<file path="src/hw/rtl/ebpg_pkg.sv">
// Package for the endpoint backoff probe gate: widths, codes, reset values,
// the table entry layout and the controller/datapath command and status types.
// Depends on nothing; every other file of the block imports it.
package ebpg_pkg;

	localparam int ENDPOINTS = 64;
	localparam int EIW       = (ENDPOINTS > 1) ? $clog2(ENDPOINTS) : 1;

	localparam int TIME_W  = 48;
	localparam int REG_W   = 32;
	localparam int CNT_W   = 6;
	localparam int IDX_W   = 6;
	localparam int HINT_W  = 16;
	localparam int HMS_W   = 26;
	localparam int KIND_W  = 3;
	localparam int CIDX_W  = 8;
	localparam int IN_W    = 72;
	localparam int OUT_W   = 56;

	localparam logic [CNT_W-1:0]  COUNT_MAX  = 6'd63;
	localparam logic [9:0]        HINT_SCALE = 10'd1000;
	localparam logic [TIME_W-1:0] TIME_MAX   = {TIME_W{1'b1}};

	localparam logic [REG_W-1:0] INITIAL_DELAY_RST = 32'd1000;
	localparam logic [REG_W-1:0] MAX_DELAY_RST     = 32'd300000;
	localparam logic [REG_W-1:0] PROBE_POLL_RST    = 32'd1000;

	typedef enum logic [CIDX_W-1:0] {
		REG_INITIAL_DELAY = 8'd0,
		REG_MAX_DELAY     = 8'd1,
		REG_PROBE_POLL    = 8'd2
	} reg_idx_t;

	typedef enum logic [KIND_W-1:0] {
		K_ACQUIRE = 3'd0,
		K_FAILURE = 3'd1,
		K_SUCCESS = 3'd2,
		K_RELEASE = 3'd3,
		K_RESET   = 3'd4
	} kind_t;

	typedef struct packed {
		logic [CNT_W-1:0]  count;
		logic              busy;
		logic [TIME_W-1:0] not_before;
	} entry_t;

	typedef struct packed {
		logic load;
		logic read;
		logic eval;
		logic step;
		logic delay;
		logic write;
		logic emit;
	} cmd_t;

	typedef struct packed {
		logic iter_zero;
		logic out_free;
	} sts_t;

endpackage

</file>
<file path="src/hw/rtl/endpoint_backoff_probe_gate.sv">
// Top level of the endpoint backoff probe gate: circuit breaker with exponential
// backoff and a single recovery probe per endpoint. Depends on ebpg_pkg,
// ebpg_ctrl and ebpg_datapath.
//
//   Channel  Direction  Handshake                    Word
//   s_axis   in         s_axis_tvalid/s_axis_tready  one operation on one endpoint
//   m_axis   out        m_axis_tvalid/m_axis_tready  one result per operation
//   cfg      in         cfg_valid/cfg_ready          one register write
//
// After acceptance an operation passes the read, eval, step, delay, write and emit
// states; the shared doubling step runs one iteration per cycle, counting down from
// n - 1, where n is the failure count fed to it (n = 0 or 1 when no backoff is due).
// Reset clears every table entry at once through per-entry valid bits; no sweep.
// A result waiting in the output register does not block the next word on s_axis;
// only its own result waits for the register to drain. cfg is always ready.
module endpoint_backoff_probe_gate
	import ebpg_pkg::*;
(
	input  logic              clk,
	input  logic              arst_n,
	input  logic              s_axis_tvalid,
	output logic              s_axis_tready,
	// endpoint_index[5:0], now_ms[53:6], owns_probe[54], has_hint[55],
	// hint_seconds[71:56]
	input  logic [IN_W-1:0]   s_axis_tdata,
	// kind[2:0]
	input  logic [KIND_W-1:0] s_axis_tuser,
	output logic              m_axis_tvalid,
	input  logic              m_axis_tready,
	// allowed[0], is_probe[1], retry_after_ms[49:2], zero fill[55:50]
	output logic [OUT_W-1:0]  m_axis_tdata,
	input  logic              cfg_valid,
	output logic              cfg_ready,
	input  logic [CIDX_W-1:0] cfg_index,
	input  logic [REG_W-1:0]  cfg_data
);

	cmd_t cmd;
	sts_t sts;

	// Configuration writes are taken in any cycle.
	assign cfg_ready = 1'b1;

	// The controller sequences read, decide, backoff, write and emit.
	ebpg_ctrl u_ctrl (
		.clk      (clk),
		.arst_n   (arst_n),
		.in_valid (s_axis_tvalid),
		.in_ready (s_axis_tready),
		.sts      (sts),
		.cmd      (cmd)
	);

	// The datapath holds the table, the registers and the output word.
	ebpg_datapath u_dp (
		.clk       (clk),
		.arst_n    (arst_n),
		.cmd       (cmd),
		.sts       (sts),
		.in_data   (s_axis_tdata),
		.in_kind   (s_axis_tuser),
		.out_valid (m_axis_tvalid),
		.out_ready (m_axis_tready),
		.out_data  (m_axis_tdata),
		.cfg_valid (cfg_valid),
		.cfg_index (cfg_index),
		.cfg_data  (cfg_data)
	);

`ifndef NO_ASSERTIONS
	// One word at a time: after acceptance the input side closes.
	a_one_at_a_time: assert property (@(posedge clk) disable iff (!arst_n)
		s_axis_tvalid && s_axis_tready |=> !s_axis_tready)
		else $error("input accepted twice in a row");

	// A granted probe is always an allowed acquire.
	a_probe_allowed: assert property (@(posedge clk) disable iff (!arst_n)
		m_axis_tvalid && m_axis_tdata[1] |-> m_axis_tdata[0])
		else $error("probe granted without allow");

	// An allowed result carries no retry time.
	a_allow_no_retry: assert property (@(posedge clk) disable iff (!arst_n)
		m_axis_tvalid && m_axis_tdata[0] |-> m_axis_tdata[49:2] == '0)
		else $error("allowed result with nonzero retry time");
`endif

endmodule

</file>
<file path="src/hw/rtl/ebpg_ctrl.sv">
// Controller state machine of the endpoint backoff probe gate.
// Depends on ebpg_pkg for the command and status structs.
module ebpg_ctrl
	import ebpg_pkg::*;
(
	input  logic clk,
	input  logic arst_n,
	input  logic in_valid,
	output logic in_ready,
	input  sts_t sts,
	output cmd_t cmd
);

	typedef enum logic [6:0] {
		ST_IDLE  = 7'b0000001,
		ST_READ  = 7'b0000010,
		ST_EVAL  = 7'b0000100,
		ST_STEP  = 7'b0001000,
		ST_DELAY = 7'b0010000,
		ST_WRITE = 7'b0100000,
		ST_EMIT  = 7'b1000000
	} state_t;

	state_t state_q, state_d;

	always_ff @(posedge clk or negedge arst_n) begin
		if (!arst_n) begin
			state_q <= ST_IDLE;
		end else begin
			state_q <= state_d;
		end
	end

	always_comb begin
		state_d  = state_q;
		cmd      = '0;
		in_ready = 1'b0;
		unique case (state_q)
			ST_IDLE: begin
				in_ready = 1'b1;
				if (in_valid) begin
					cmd.load = 1'b1;
					state_d  = ST_READ;
				end
			end
			ST_READ: begin
				cmd.read = 1'b1;
				state_d  = ST_EVAL;
			end
			ST_EVAL: begin
				cmd.eval = 1'b1;
				state_d  = ST_STEP;
			end
			ST_STEP: begin
				if (sts.iter_zero) begin
					state_d = ST_DELAY;
				end else begin
					cmd.step = 1'b1;
				end
			end
			ST_DELAY: begin
				cmd.delay = 1'b1;
				state_d   = ST_WRITE;
			end
			ST_WRITE: begin
				cmd.write = 1'b1;
				state_d   = ST_EMIT;
			end
			ST_EMIT: begin
				if (sts.out_free) begin
					cmd.emit = 1'b1;
					state_d  = ST_IDLE;
				end
			end
			default: begin
				state_d = ST_IDLE;
			end
		endcase
	end

endmodule

</file>
<file path="src/hw/rtl/ebpg_datapath.sv">
// Datapath of the endpoint backoff probe gate: configuration registers, the
// endpoint table memory with its valid bits, the backoff unit and the output word.
// Depends on ebpg_pkg.
module ebpg_datapath
	import ebpg_pkg::*;
(
	input  logic              clk,
	input  logic              arst_n,
	input  cmd_t              cmd,
	output sts_t              sts,
	input  logic [IN_W-1:0]   in_data,
	input  logic [KIND_W-1:0] in_kind,
	output logic              out_valid,
	input  logic              out_ready,
	output logic [OUT_W-1:0]  out_data,
	input  logic              cfg_valid,
	input  logic [CIDX_W-1:0] cfg_index,
	input  logic [REG_W-1:0]  cfg_data
);

	// Configuration registers.
	logic [REG_W-1:0] initial_delay_q, max_delay_q, probe_poll_q;

	always_ff @(posedge clk or negedge arst_n) begin
		if (!arst_n) begin
			initial_delay_q <= INITIAL_DELAY_RST;
			max_delay_q     <= MAX_DELAY_RST;
			probe_poll_q    <= PROBE_POLL_RST;
		end else if (cfg_valid) begin
			unique case (cfg_index)
				REG_INITIAL_DELAY: initial_delay_q <= cfg_data;
				REG_MAX_DELAY:     max_delay_q     <= cfg_data;
				REG_PROBE_POLL:    probe_poll_q    <= cfg_data;
				default: ;
			endcase
		end
	end

	// Captured input word.
	logic [KIND_W-1:0] kind_q;
	logic [IDX_W-1:0]  idx_q;
	logic [TIME_W-1:0] now_q;
	logic              owns_q, hinted_q;
	logic [HINT_W-1:0] hint_q;

	always_ff @(posedge clk) begin
		if (cmd.load) begin
			kind_q   <= in_kind;
			idx_q    <= in_data[5:0];
			now_q    <= in_data[53:6];
			owns_q   <= in_data[54];
			hinted_q <= in_data[55];
			hint_q   <= in_data[71:56];
		end
	end

	logic [EIW-1:0] addr;
	logic           idx_ok;
	assign addr   = EIW'(idx_q);
	assign idx_ok = ({26'd0, idx_q} < ENDPOINTS);

	// Endpoint table: entries without a valid bit read as cleared.
	entry_t             mem_q [ENDPOINTS];
	logic [ENDPOINTS-1:0] vld_q;
	entry_t             rd_ent_q;
	logic               rd_vld_q, ok_q;
	logic [HMS_W-1:0]   hint_ms_q;

	always_ff @(posedge clk) begin
		if (cmd.read) begin
			rd_ent_q  <= mem_q[addr];
			hint_ms_q <= HMS_W'(hint_q * HINT_SCALE);
		end
	end

	always_ff @(posedge clk or negedge arst_n) begin
		if (!arst_n) begin
			rd_vld_q <= 1'b0;
			ok_q     <= 1'b0;
		end else if (cmd.read) begin
			rd_vld_q <= idx_ok & vld_q[addr];
			ok_q     <= idx_ok;
		end
	end

	// Decision for the item, from the entry as read.
	entry_t            cur, ent_d;
	logic              allow_d, probe_d, wr_d, clr_d, bo_d, lt;
	logic [TIME_W-1:0] retry_d;

	always_comb begin
		cur     = rd_vld_q ? rd_ent_q : '0;
		ent_d   = cur;
		allow_d = 1'b0;
		probe_d = 1'b0;
		retry_d = '0;
		wr_d    = 1'b0;
		clr_d   = 1'b0;
		bo_d    = 1'b0;
		lt      = now_q < cur.not_before;
		unique case (kind_q)
			K_ACQUIRE: begin
				if (!rd_vld_q) begin
					allow_d = 1'b1;
				end else if (lt) begin
					retry_d = cur.not_before - now_q;
				end else if (cur.busy) begin
					retry_d = TIME_W'(probe_poll_q);
				end else begin
					ent_d.busy = 1'b1;
					wr_d       = 1'b1;
					allow_d    = 1'b1;
					probe_d    = 1'b1;
				end
			end
			K_FAILURE: begin
				if (ok_q) begin
					wr_d = 1'b1;
					if (!rd_vld_q) begin
						ent_d       = '0;
						ent_d.count = CNT_W'(1);
						bo_d        = 1'b1;
					end else if (owns_q && cur.busy) begin
						if (cur.count != COUNT_MAX) begin
							ent_d.count = cur.count + CNT_W'(1);
						end
						ent_d.busy = 1'b0;
						bo_d       = 1'b1;
					end
				end
			end
			K_SUCCESS, K_RESET: begin
				clr_d = ok_q;
			end
			K_RELEASE: begin
				if (rd_vld_q) begin
					ent_d.busy = 1'b0;
					wr_d       = 1'b1;
				end
			end
			default: ;
		endcase
	end

	entry_t            ent_q;
	logic              allow_q, probe_q, wr_q, clr_q, bo_q;
	logic [TIME_W-1:0] retry_q;
	logic [CNT_W-1:0]  iter_q;
	logic [REG_W-1:0]  d_q, delay_q;

	logic [REG_W:0]   dbl;
	logic [REG_W-1:0] dmin, dsel;
	assign dbl  = {d_q, 1'b0};
	assign dmin = (d_q > max_delay_q) ? max_delay_q : d_q;

	always_comb begin
		if (bo_q) begin
			dsel = (hinted_q && REG_W'(hint_ms_q) > dmin) ? REG_W'(hint_ms_q) : dmin;
		end else begin
			dsel = hinted_q ? REG_W'(hint_ms_q) : '0;
		end
	end

	always_ff @(posedge clk) begin
		if (cmd.eval) begin
			ent_q   <= ent_d;
			allow_q <= allow_d;
			probe_q <= probe_d;
			retry_q <= retry_d;
			bo_q    <= bo_d;
			d_q     <= initial_delay_q;
		end
		if (cmd.delay) begin
			delay_q <= dsel;
		end
		if (cmd.step) begin
			d_q <= (dbl > {1'b0, max_delay_q}) ? max_delay_q : dbl[REG_W-1:0];
		end
	end

	// Iteration count and write strobes carry reset: they steer the table.
	always_ff @(posedge clk or negedge arst_n) begin
		if (!arst_n) begin
			iter_q <= '0;
			wr_q   <= 1'b0;
			clr_q  <= 1'b0;
		end else if (cmd.eval) begin
			iter_q <= bo_d ? ent_d.count - CNT_W'(1) : '0;
			wr_q   <= wr_d;
			clr_q  <= clr_d;
		end else if (cmd.step) begin
			iter_q <= iter_q - CNT_W'(1);
		end
	end

	// Table write: saturating now plus delay, or a hint on a failure that only
	// pushes later.
	logic [TIME_W:0]   sum;
	logic [TIME_W-1:0] tsat, nb_new;
	entry_t            wr_ent;

	assign sum  = {1'b0, now_q} + {{(TIME_W+1-REG_W){1'b0}}, delay_q};
	assign tsat = sum[TIME_W] ? TIME_MAX : sum[TIME_W-1:0];

	always_comb begin
		if (bo_q) begin
			nb_new = tsat;
		end else if (kind_q == K_FAILURE && hinted_q && tsat > ent_q.not_before) begin
			nb_new = tsat;
		end else begin
			nb_new = ent_q.not_before;
		end
		wr_ent            = ent_q;
		wr_ent.not_before = nb_new;
	end

	always_ff @(posedge clk) begin
		if (cmd.write && wr_q) begin
			mem_q[addr] <= wr_ent;
		end
	end

	always_ff @(posedge clk or negedge arst_n) begin
		if (!arst_n) begin
			vld_q <= '0;
		end else if (cmd.write) begin
			if (wr_q) begin
				vld_q[addr] <= 1'b1;
			end else if (clr_q) begin
				vld_q[addr] <= 1'b0;
			end
		end
	end

	// Output register.
	always_ff @(posedge clk or negedge arst_n) begin
		if (!arst_n) begin
			out_valid <= 1'b0;
		end else if (cmd.emit) begin
			out_valid <= 1'b1;
		end else if (out_ready) begin
			out_valid <= 1'b0;
		end
	end

	always_ff @(posedge clk) begin
		if (cmd.emit) begin
			out_data <= {6'd0, retry_q, probe_q, allow_q};
		end
	end

	assign sts.iter_zero = (iter_q == '0);
	assign sts.out_free  = !out_valid || out_ready;

endmodule

</file>
<file path="config.mk">
export PLATFORM = sky130hd
export DESIGN_NAME = endpoint_backoff_probe_gate
export DESIGN_NICKNAME = d
export VERILOG_FILES = /design/src/hw/rtl/ebpg_pkg.sv /design/src/hw/rtl/endpoint_backoff_probe_gate.sv /design/src/hw/rtl/ebpg_ctrl.sv /design/src/hw/rtl/ebpg_datapath.sv
export SDC_FILE = /design/constraint.sdc
export NUM_CORES = 2
export LEC_CHECK = 0
export ABC_AREA = 1
export BUFFER_PORTS_ARGS = -buffer_cell sky130_fd_sc_hd__buf_2
export CORE_UTILIZATION = 25
export DETAILED_ROUTE_END_ITERATION = 10
export PLACE_DENSITY = 0.42
export SYNTH_ARGS = -nofsm -noshare
export SYNTH_HDL_FRONTEND = slang
export SYNTH_HIERARCHICAL = 1
export SYNTH_SLANG_ARGS = --single-unit
</file>
<file path="constraint.sdc">
create_clock -name clk -period 8.6 [get_ports clk]
set_input_delay 1.72 -clock clk [delete_from_list [all_inputs] [get_ports clk]]
set_output_delay 1.72 -clock clk [all_outputs]
set_load 0.01 [all_outputs]
</file>
==> impl_summary.log <==
INFO  metric gp_congestion = 0.866
INFO  metric start_util = 0.252
INFO  metric floorplan.die_area = 654000 um2
INFO  metric final_layout_net_count = 12400
INFO  metric tritoncts_clock_tree = done
INFO  metric preCtsSetupSlack = 1660 ps
INFO  metric grt_first_pass_wirelength = 878000 um
INFO  metric cts.repair.resized = 0
INFO  metric sw_share = 0.373
INFO  metric buffer_type_at_the_clock_tree_root = clkbuf_16
INFO  metric io_buffer_count = 171
INFO  metric cts_buffer_depth = 4
INFO  metric htree_levels = 5
INFO  metric postCtsSetupBuffers = 0
INFO  metric worstMarginPinSlew = 1430 ps
INFO  metric timing.critical_path.from_type = register
INFO  metric pin_count = 179
INFO  metric post_route_antenna_net_violation_count = 0
INFO  metric synth-async-reset-ratio = 0.0437
INFO  metric syn_area = 163000 um2
INFO  metric wirelength = 649000 um
INFO  metric hold-path-endpoint = u_dp/out_data[41]$_DFFE_PP_
INFO  metric path_clk_slew = 70 ps
INFO  metric num_vias = 105000
INFO  metric count_of_clock_tree_sinks = 4071
INFO  metric buffers_inverters_on_critical_path = 4
INFO  metric netlist-cell-type-count = 68
INFO  metric synth-compound-area-share = 0.0952
INFO  metric die_extent_in_x = 809 um
INFO  metric share_of_the_yosys_chip_area_belonging_to_registers = 0.746
INFO  metric clock_latency = 1070 ps
INFO  metric yosys.area_share.adder = 0.0277
INFO  metric post-route-util = 0.294
INFO  metric yosysWarnings = 6
INFO  metric post-route-period-util = 0.823
INFO  metric worst_hold_check_path_type = register to register
INFO  metric wl_per_cell = 31.1 um
INFO  metric placementRows = 295
INFO  metric r2r_worst_path_depth = 22
INFO  metric path_class = register to register
INFO  metric relative_contribution_of_combinational_cells_to_total_power = 0.342
INFO  metric run_status = complete, no violations
INFO  metric clockPowerShare = 0.278
INFO  metric die-height = 809 um
INFO  metric dominant_combinational_cell_family_by_area_after_synthesis = simple AND/OR/NAND/NOR gates
INFO  metric setup-tns-final = 0 ps
INFO  metric setup_viol = 0
INFO  metric grt_util_all_layers = 0.191
INFO  metric syn_avg_cell_area = 14.1 um2
INFO  metric layout_setup_ws = 1520 ps
INFO  metric clock.fmax = 0.141 GHz
INFO  metric cap_viol_max_count = 0
INFO  metric stdcell_area = 190000 um2
INFO  metric core_area = 647000 um2
INFO  metric finClkSkew = 88.0 ps
INFO  metric synthFlopType = edfxtp_1
INFO  metric reg2reg_setup_slack = 1520 ps
INFO  metric count_of_flip_flops_with_a_built_in_enable_after_synthesis = 3893
INFO  metric worstPathCellList = ha_1 > a21o_1 > a31oi_1 > o21ai_0 > a21oi_1 > inv_1 > nand2_1 > nand2_1 > inv_1 > nand3_1 > ha_1 > nand2_1 > nor2_1 > nand4_1 > nor4_1 > and3_1 > a31oi_1 > nand2_1 > nand2_4 > buf_12 > o21ai_4 > buf_4
INFO  metric drc = 0
INFO  metric worst_ep_arrival_time = 7890 ps
INFO  metric cp-end-kind = register
INFO  metric netlist_instances = 11500
INFO  metric maximum_resistive_drop_on_vdd = 0.000630 V
INFO  metric reg2reg_to = u_dp/mem_q[52][2]$_DFFE_PP_
INFO  metric timing.rr.start = u_dp/now_q[23]$_DFFE_PP_
INFO  metric grt_start_max_net_pins = 121
INFO  metric synth_most_common_cell = edfxtp_1
INFO  metric number_of_slew_limit_violations_in_the_final_report = 0
INFO  metric cts_hold_buf = 0
INFO  metric crit_slowest_cell = o21ai_4
INFO  metric syn2layout_area_growth = 16.7%
INFO  metric yosys.area_share.simple = 0.0965
INFO  metric synth_top_cells_by_area = edfxtp_1, nand2_1, dfrtp_1
INFO  metric p_switching = 0.0250 W
INFO  metric path_common_cell = nand2_1
INFO  metric antenna_found_initial = 65
INFO  metric timing.final.crit_period = 7080 ps
INFO  metric pnr_total_power = 0.0670 W
INFO  metric crit_path_start = u_dp/now_q[23]$_DFFE_PP_
INFO  metric dr.pass1.iters = 6
INFO  metric global_route.overflow_total = 0
INFO  metric p_int = 0.0420 W
INFO  metric dp_hpwl = 359000 um
INFO  metric cp_top_family = simple AND/OR/NAND/NOR gates
INFO  metric worst_slew_margin_rel = 0.0441
INFO  metric crit_path_max_incr_delay = 950 ps
INFO  metric yosys.area_share.xor_xnor = 0.00431
INFO  metric timing.final.hold_violations = 0
INFO  metric p_leak = 63.6 nW
INFO  metric holdCritStartpoint = u_dp/retry_q[39]$_SDFFCE_PP0P_
INFO  metric power.sequential.fraction = 0.380
INFO  metric via_per_inst = 5.02
INFO  metric synth_area_leader_cell = edfxtp_1
INFO  metric synth_seq_cells = 4071
INFO  metric hold-path-cell-count = 0
INFO  metric power_per_cell_area = 353 nW/um2
INFO  metric synth_mux_area_frac = 0
INFO  metric synth_top_cell_area_share = 0.719
INFO  metric detailed_place.area = 176000 um2
INFO  metric detail_route.iter0.violations = 12900
INFO  metric numCtsBuffers = 434
INFO  metric rsz0062_at_grt = false
INFO  metric crit_path_max_fanout = 50
INFO  metric layout-drive-gt1-share = 0.109
INFO  metric synth_commonest_cells = edfxtp_1, nand2_1, inv_1, a22oi_1, nand4_1
INFO  metric worstPathRequired = 9410 ps
INFO  metric grt_pass1_vias = 102000
worst max-delay path by stage:
stage                                        end  slack, ps  depth (start not counted)
detailed placement  u_dp/mem_q[51][14]$_DFFE_PP_       1660                         22
finish               u_dp/mem_q[52][2]$_DFFE_PP_       1520                         22
floorplan             u_dp/iter_q[0]$_DFFE_PN0P_       1640                          7
global route         u_dp/mem_q[27][2]$_DFFE_PP_       1060                         22
CTS                  u_dp/mem_q[31][2]$_DFFE_PP_       1600                         22
global placement    u_dp/mem_q[48][14]$_DFFE_PP_       1660                         22
registers in the layout (all words and copies together), names as in the netlist, 6 cells and up, named ones only:
signal / flops
u_dp/mem_q: 3520
u_dp/ent_q: 55
u_dp/rd_ent_q: 55
u_dp/out_data: 50
u_dp/now_q: 48
u_dp/retry_q: 48
u_dp/d_q: 32
u_dp/delay_q: 32
u_dp/initial_delay_q: 32
u_dp/max_delay_q: 32
u_dp/probe_poll_q: 32
u_dp/hint_ms_q: 23
u_dp/hint_q: 16
u_ctrl/state_q: 7
u_dp/addr: 6
u_dp/iter_q: 6
power by group through the flow:
stage,Combinational (W),Clock [W],Sequential (W)
2_1_floorplan,0.0140,0,0.0260
3_3_place_gp,0.0231,0,0.0259
3_5_place_dp,0.0231,0,0.0259
4_1_cts,0.0232,0.0189,0.0255
5_1_grt,0.0252,0.0196,0.0255
6_report,0.0229,0.0186,0.0255
stage by stage:
step                hold WS, ps  cells
detailed placement          405  20100
global placement            402  20100
floorplan                   400  11500
global route                420  20900
CTS                         418  20900
finish                      416  20900
final cells by class:
| cell class | instances | area, um2 |
|---|---|---|
| Clock buffer | 543 | 11400 |
| Fill cell | 65300 | 457000 |
| Clock inverter | 254 | 2480 |
| Tap cell | 8613 | 10800 |
| Multi-Input combinational cell | 6253 | 37600 |
| Inverter | 656 | 2520 |
| Timing Repair Buffer | 490 | 3730 |
| Sequential cell | 4071 | 121000 |
| Antenna cell | 13 | 32.5 |
metal layers:
layer  GRT usage  up-vias  part of all wire
met5           0        -           0.00025
met4      0.0449       26             0.026
met3      0.0299      807             0.070
met2       0.306     4115              0.46
met1       0.271    55700              0.44
li1            -    44300                 -
cell families after synthesis:
family,after synthesis
buffers and inverters,1210
other,2
AO/OA/AOI/OAI,2199
flip-flops,4071
XOR/XNOR,80
adder cells (fa/ha/maj),327
AND/OR/NAND/NOR,3640
cell usage in the layout (no fill, tap or decap), types with 301 or more instances in the layout:
cell       netlist  routed
a21oi_1        301     301
a221oi_1       407     407
a22o_1         341     341
a22oi_1        521     521
clkbuf_16        0     435
edfxtp_1      3893    3893
inv_1          635     633
nand2_1       2388    2382
nand4_1        506     506
o21ai_0        487     442
Note: power is estimated with default switching activity, not from simulation.
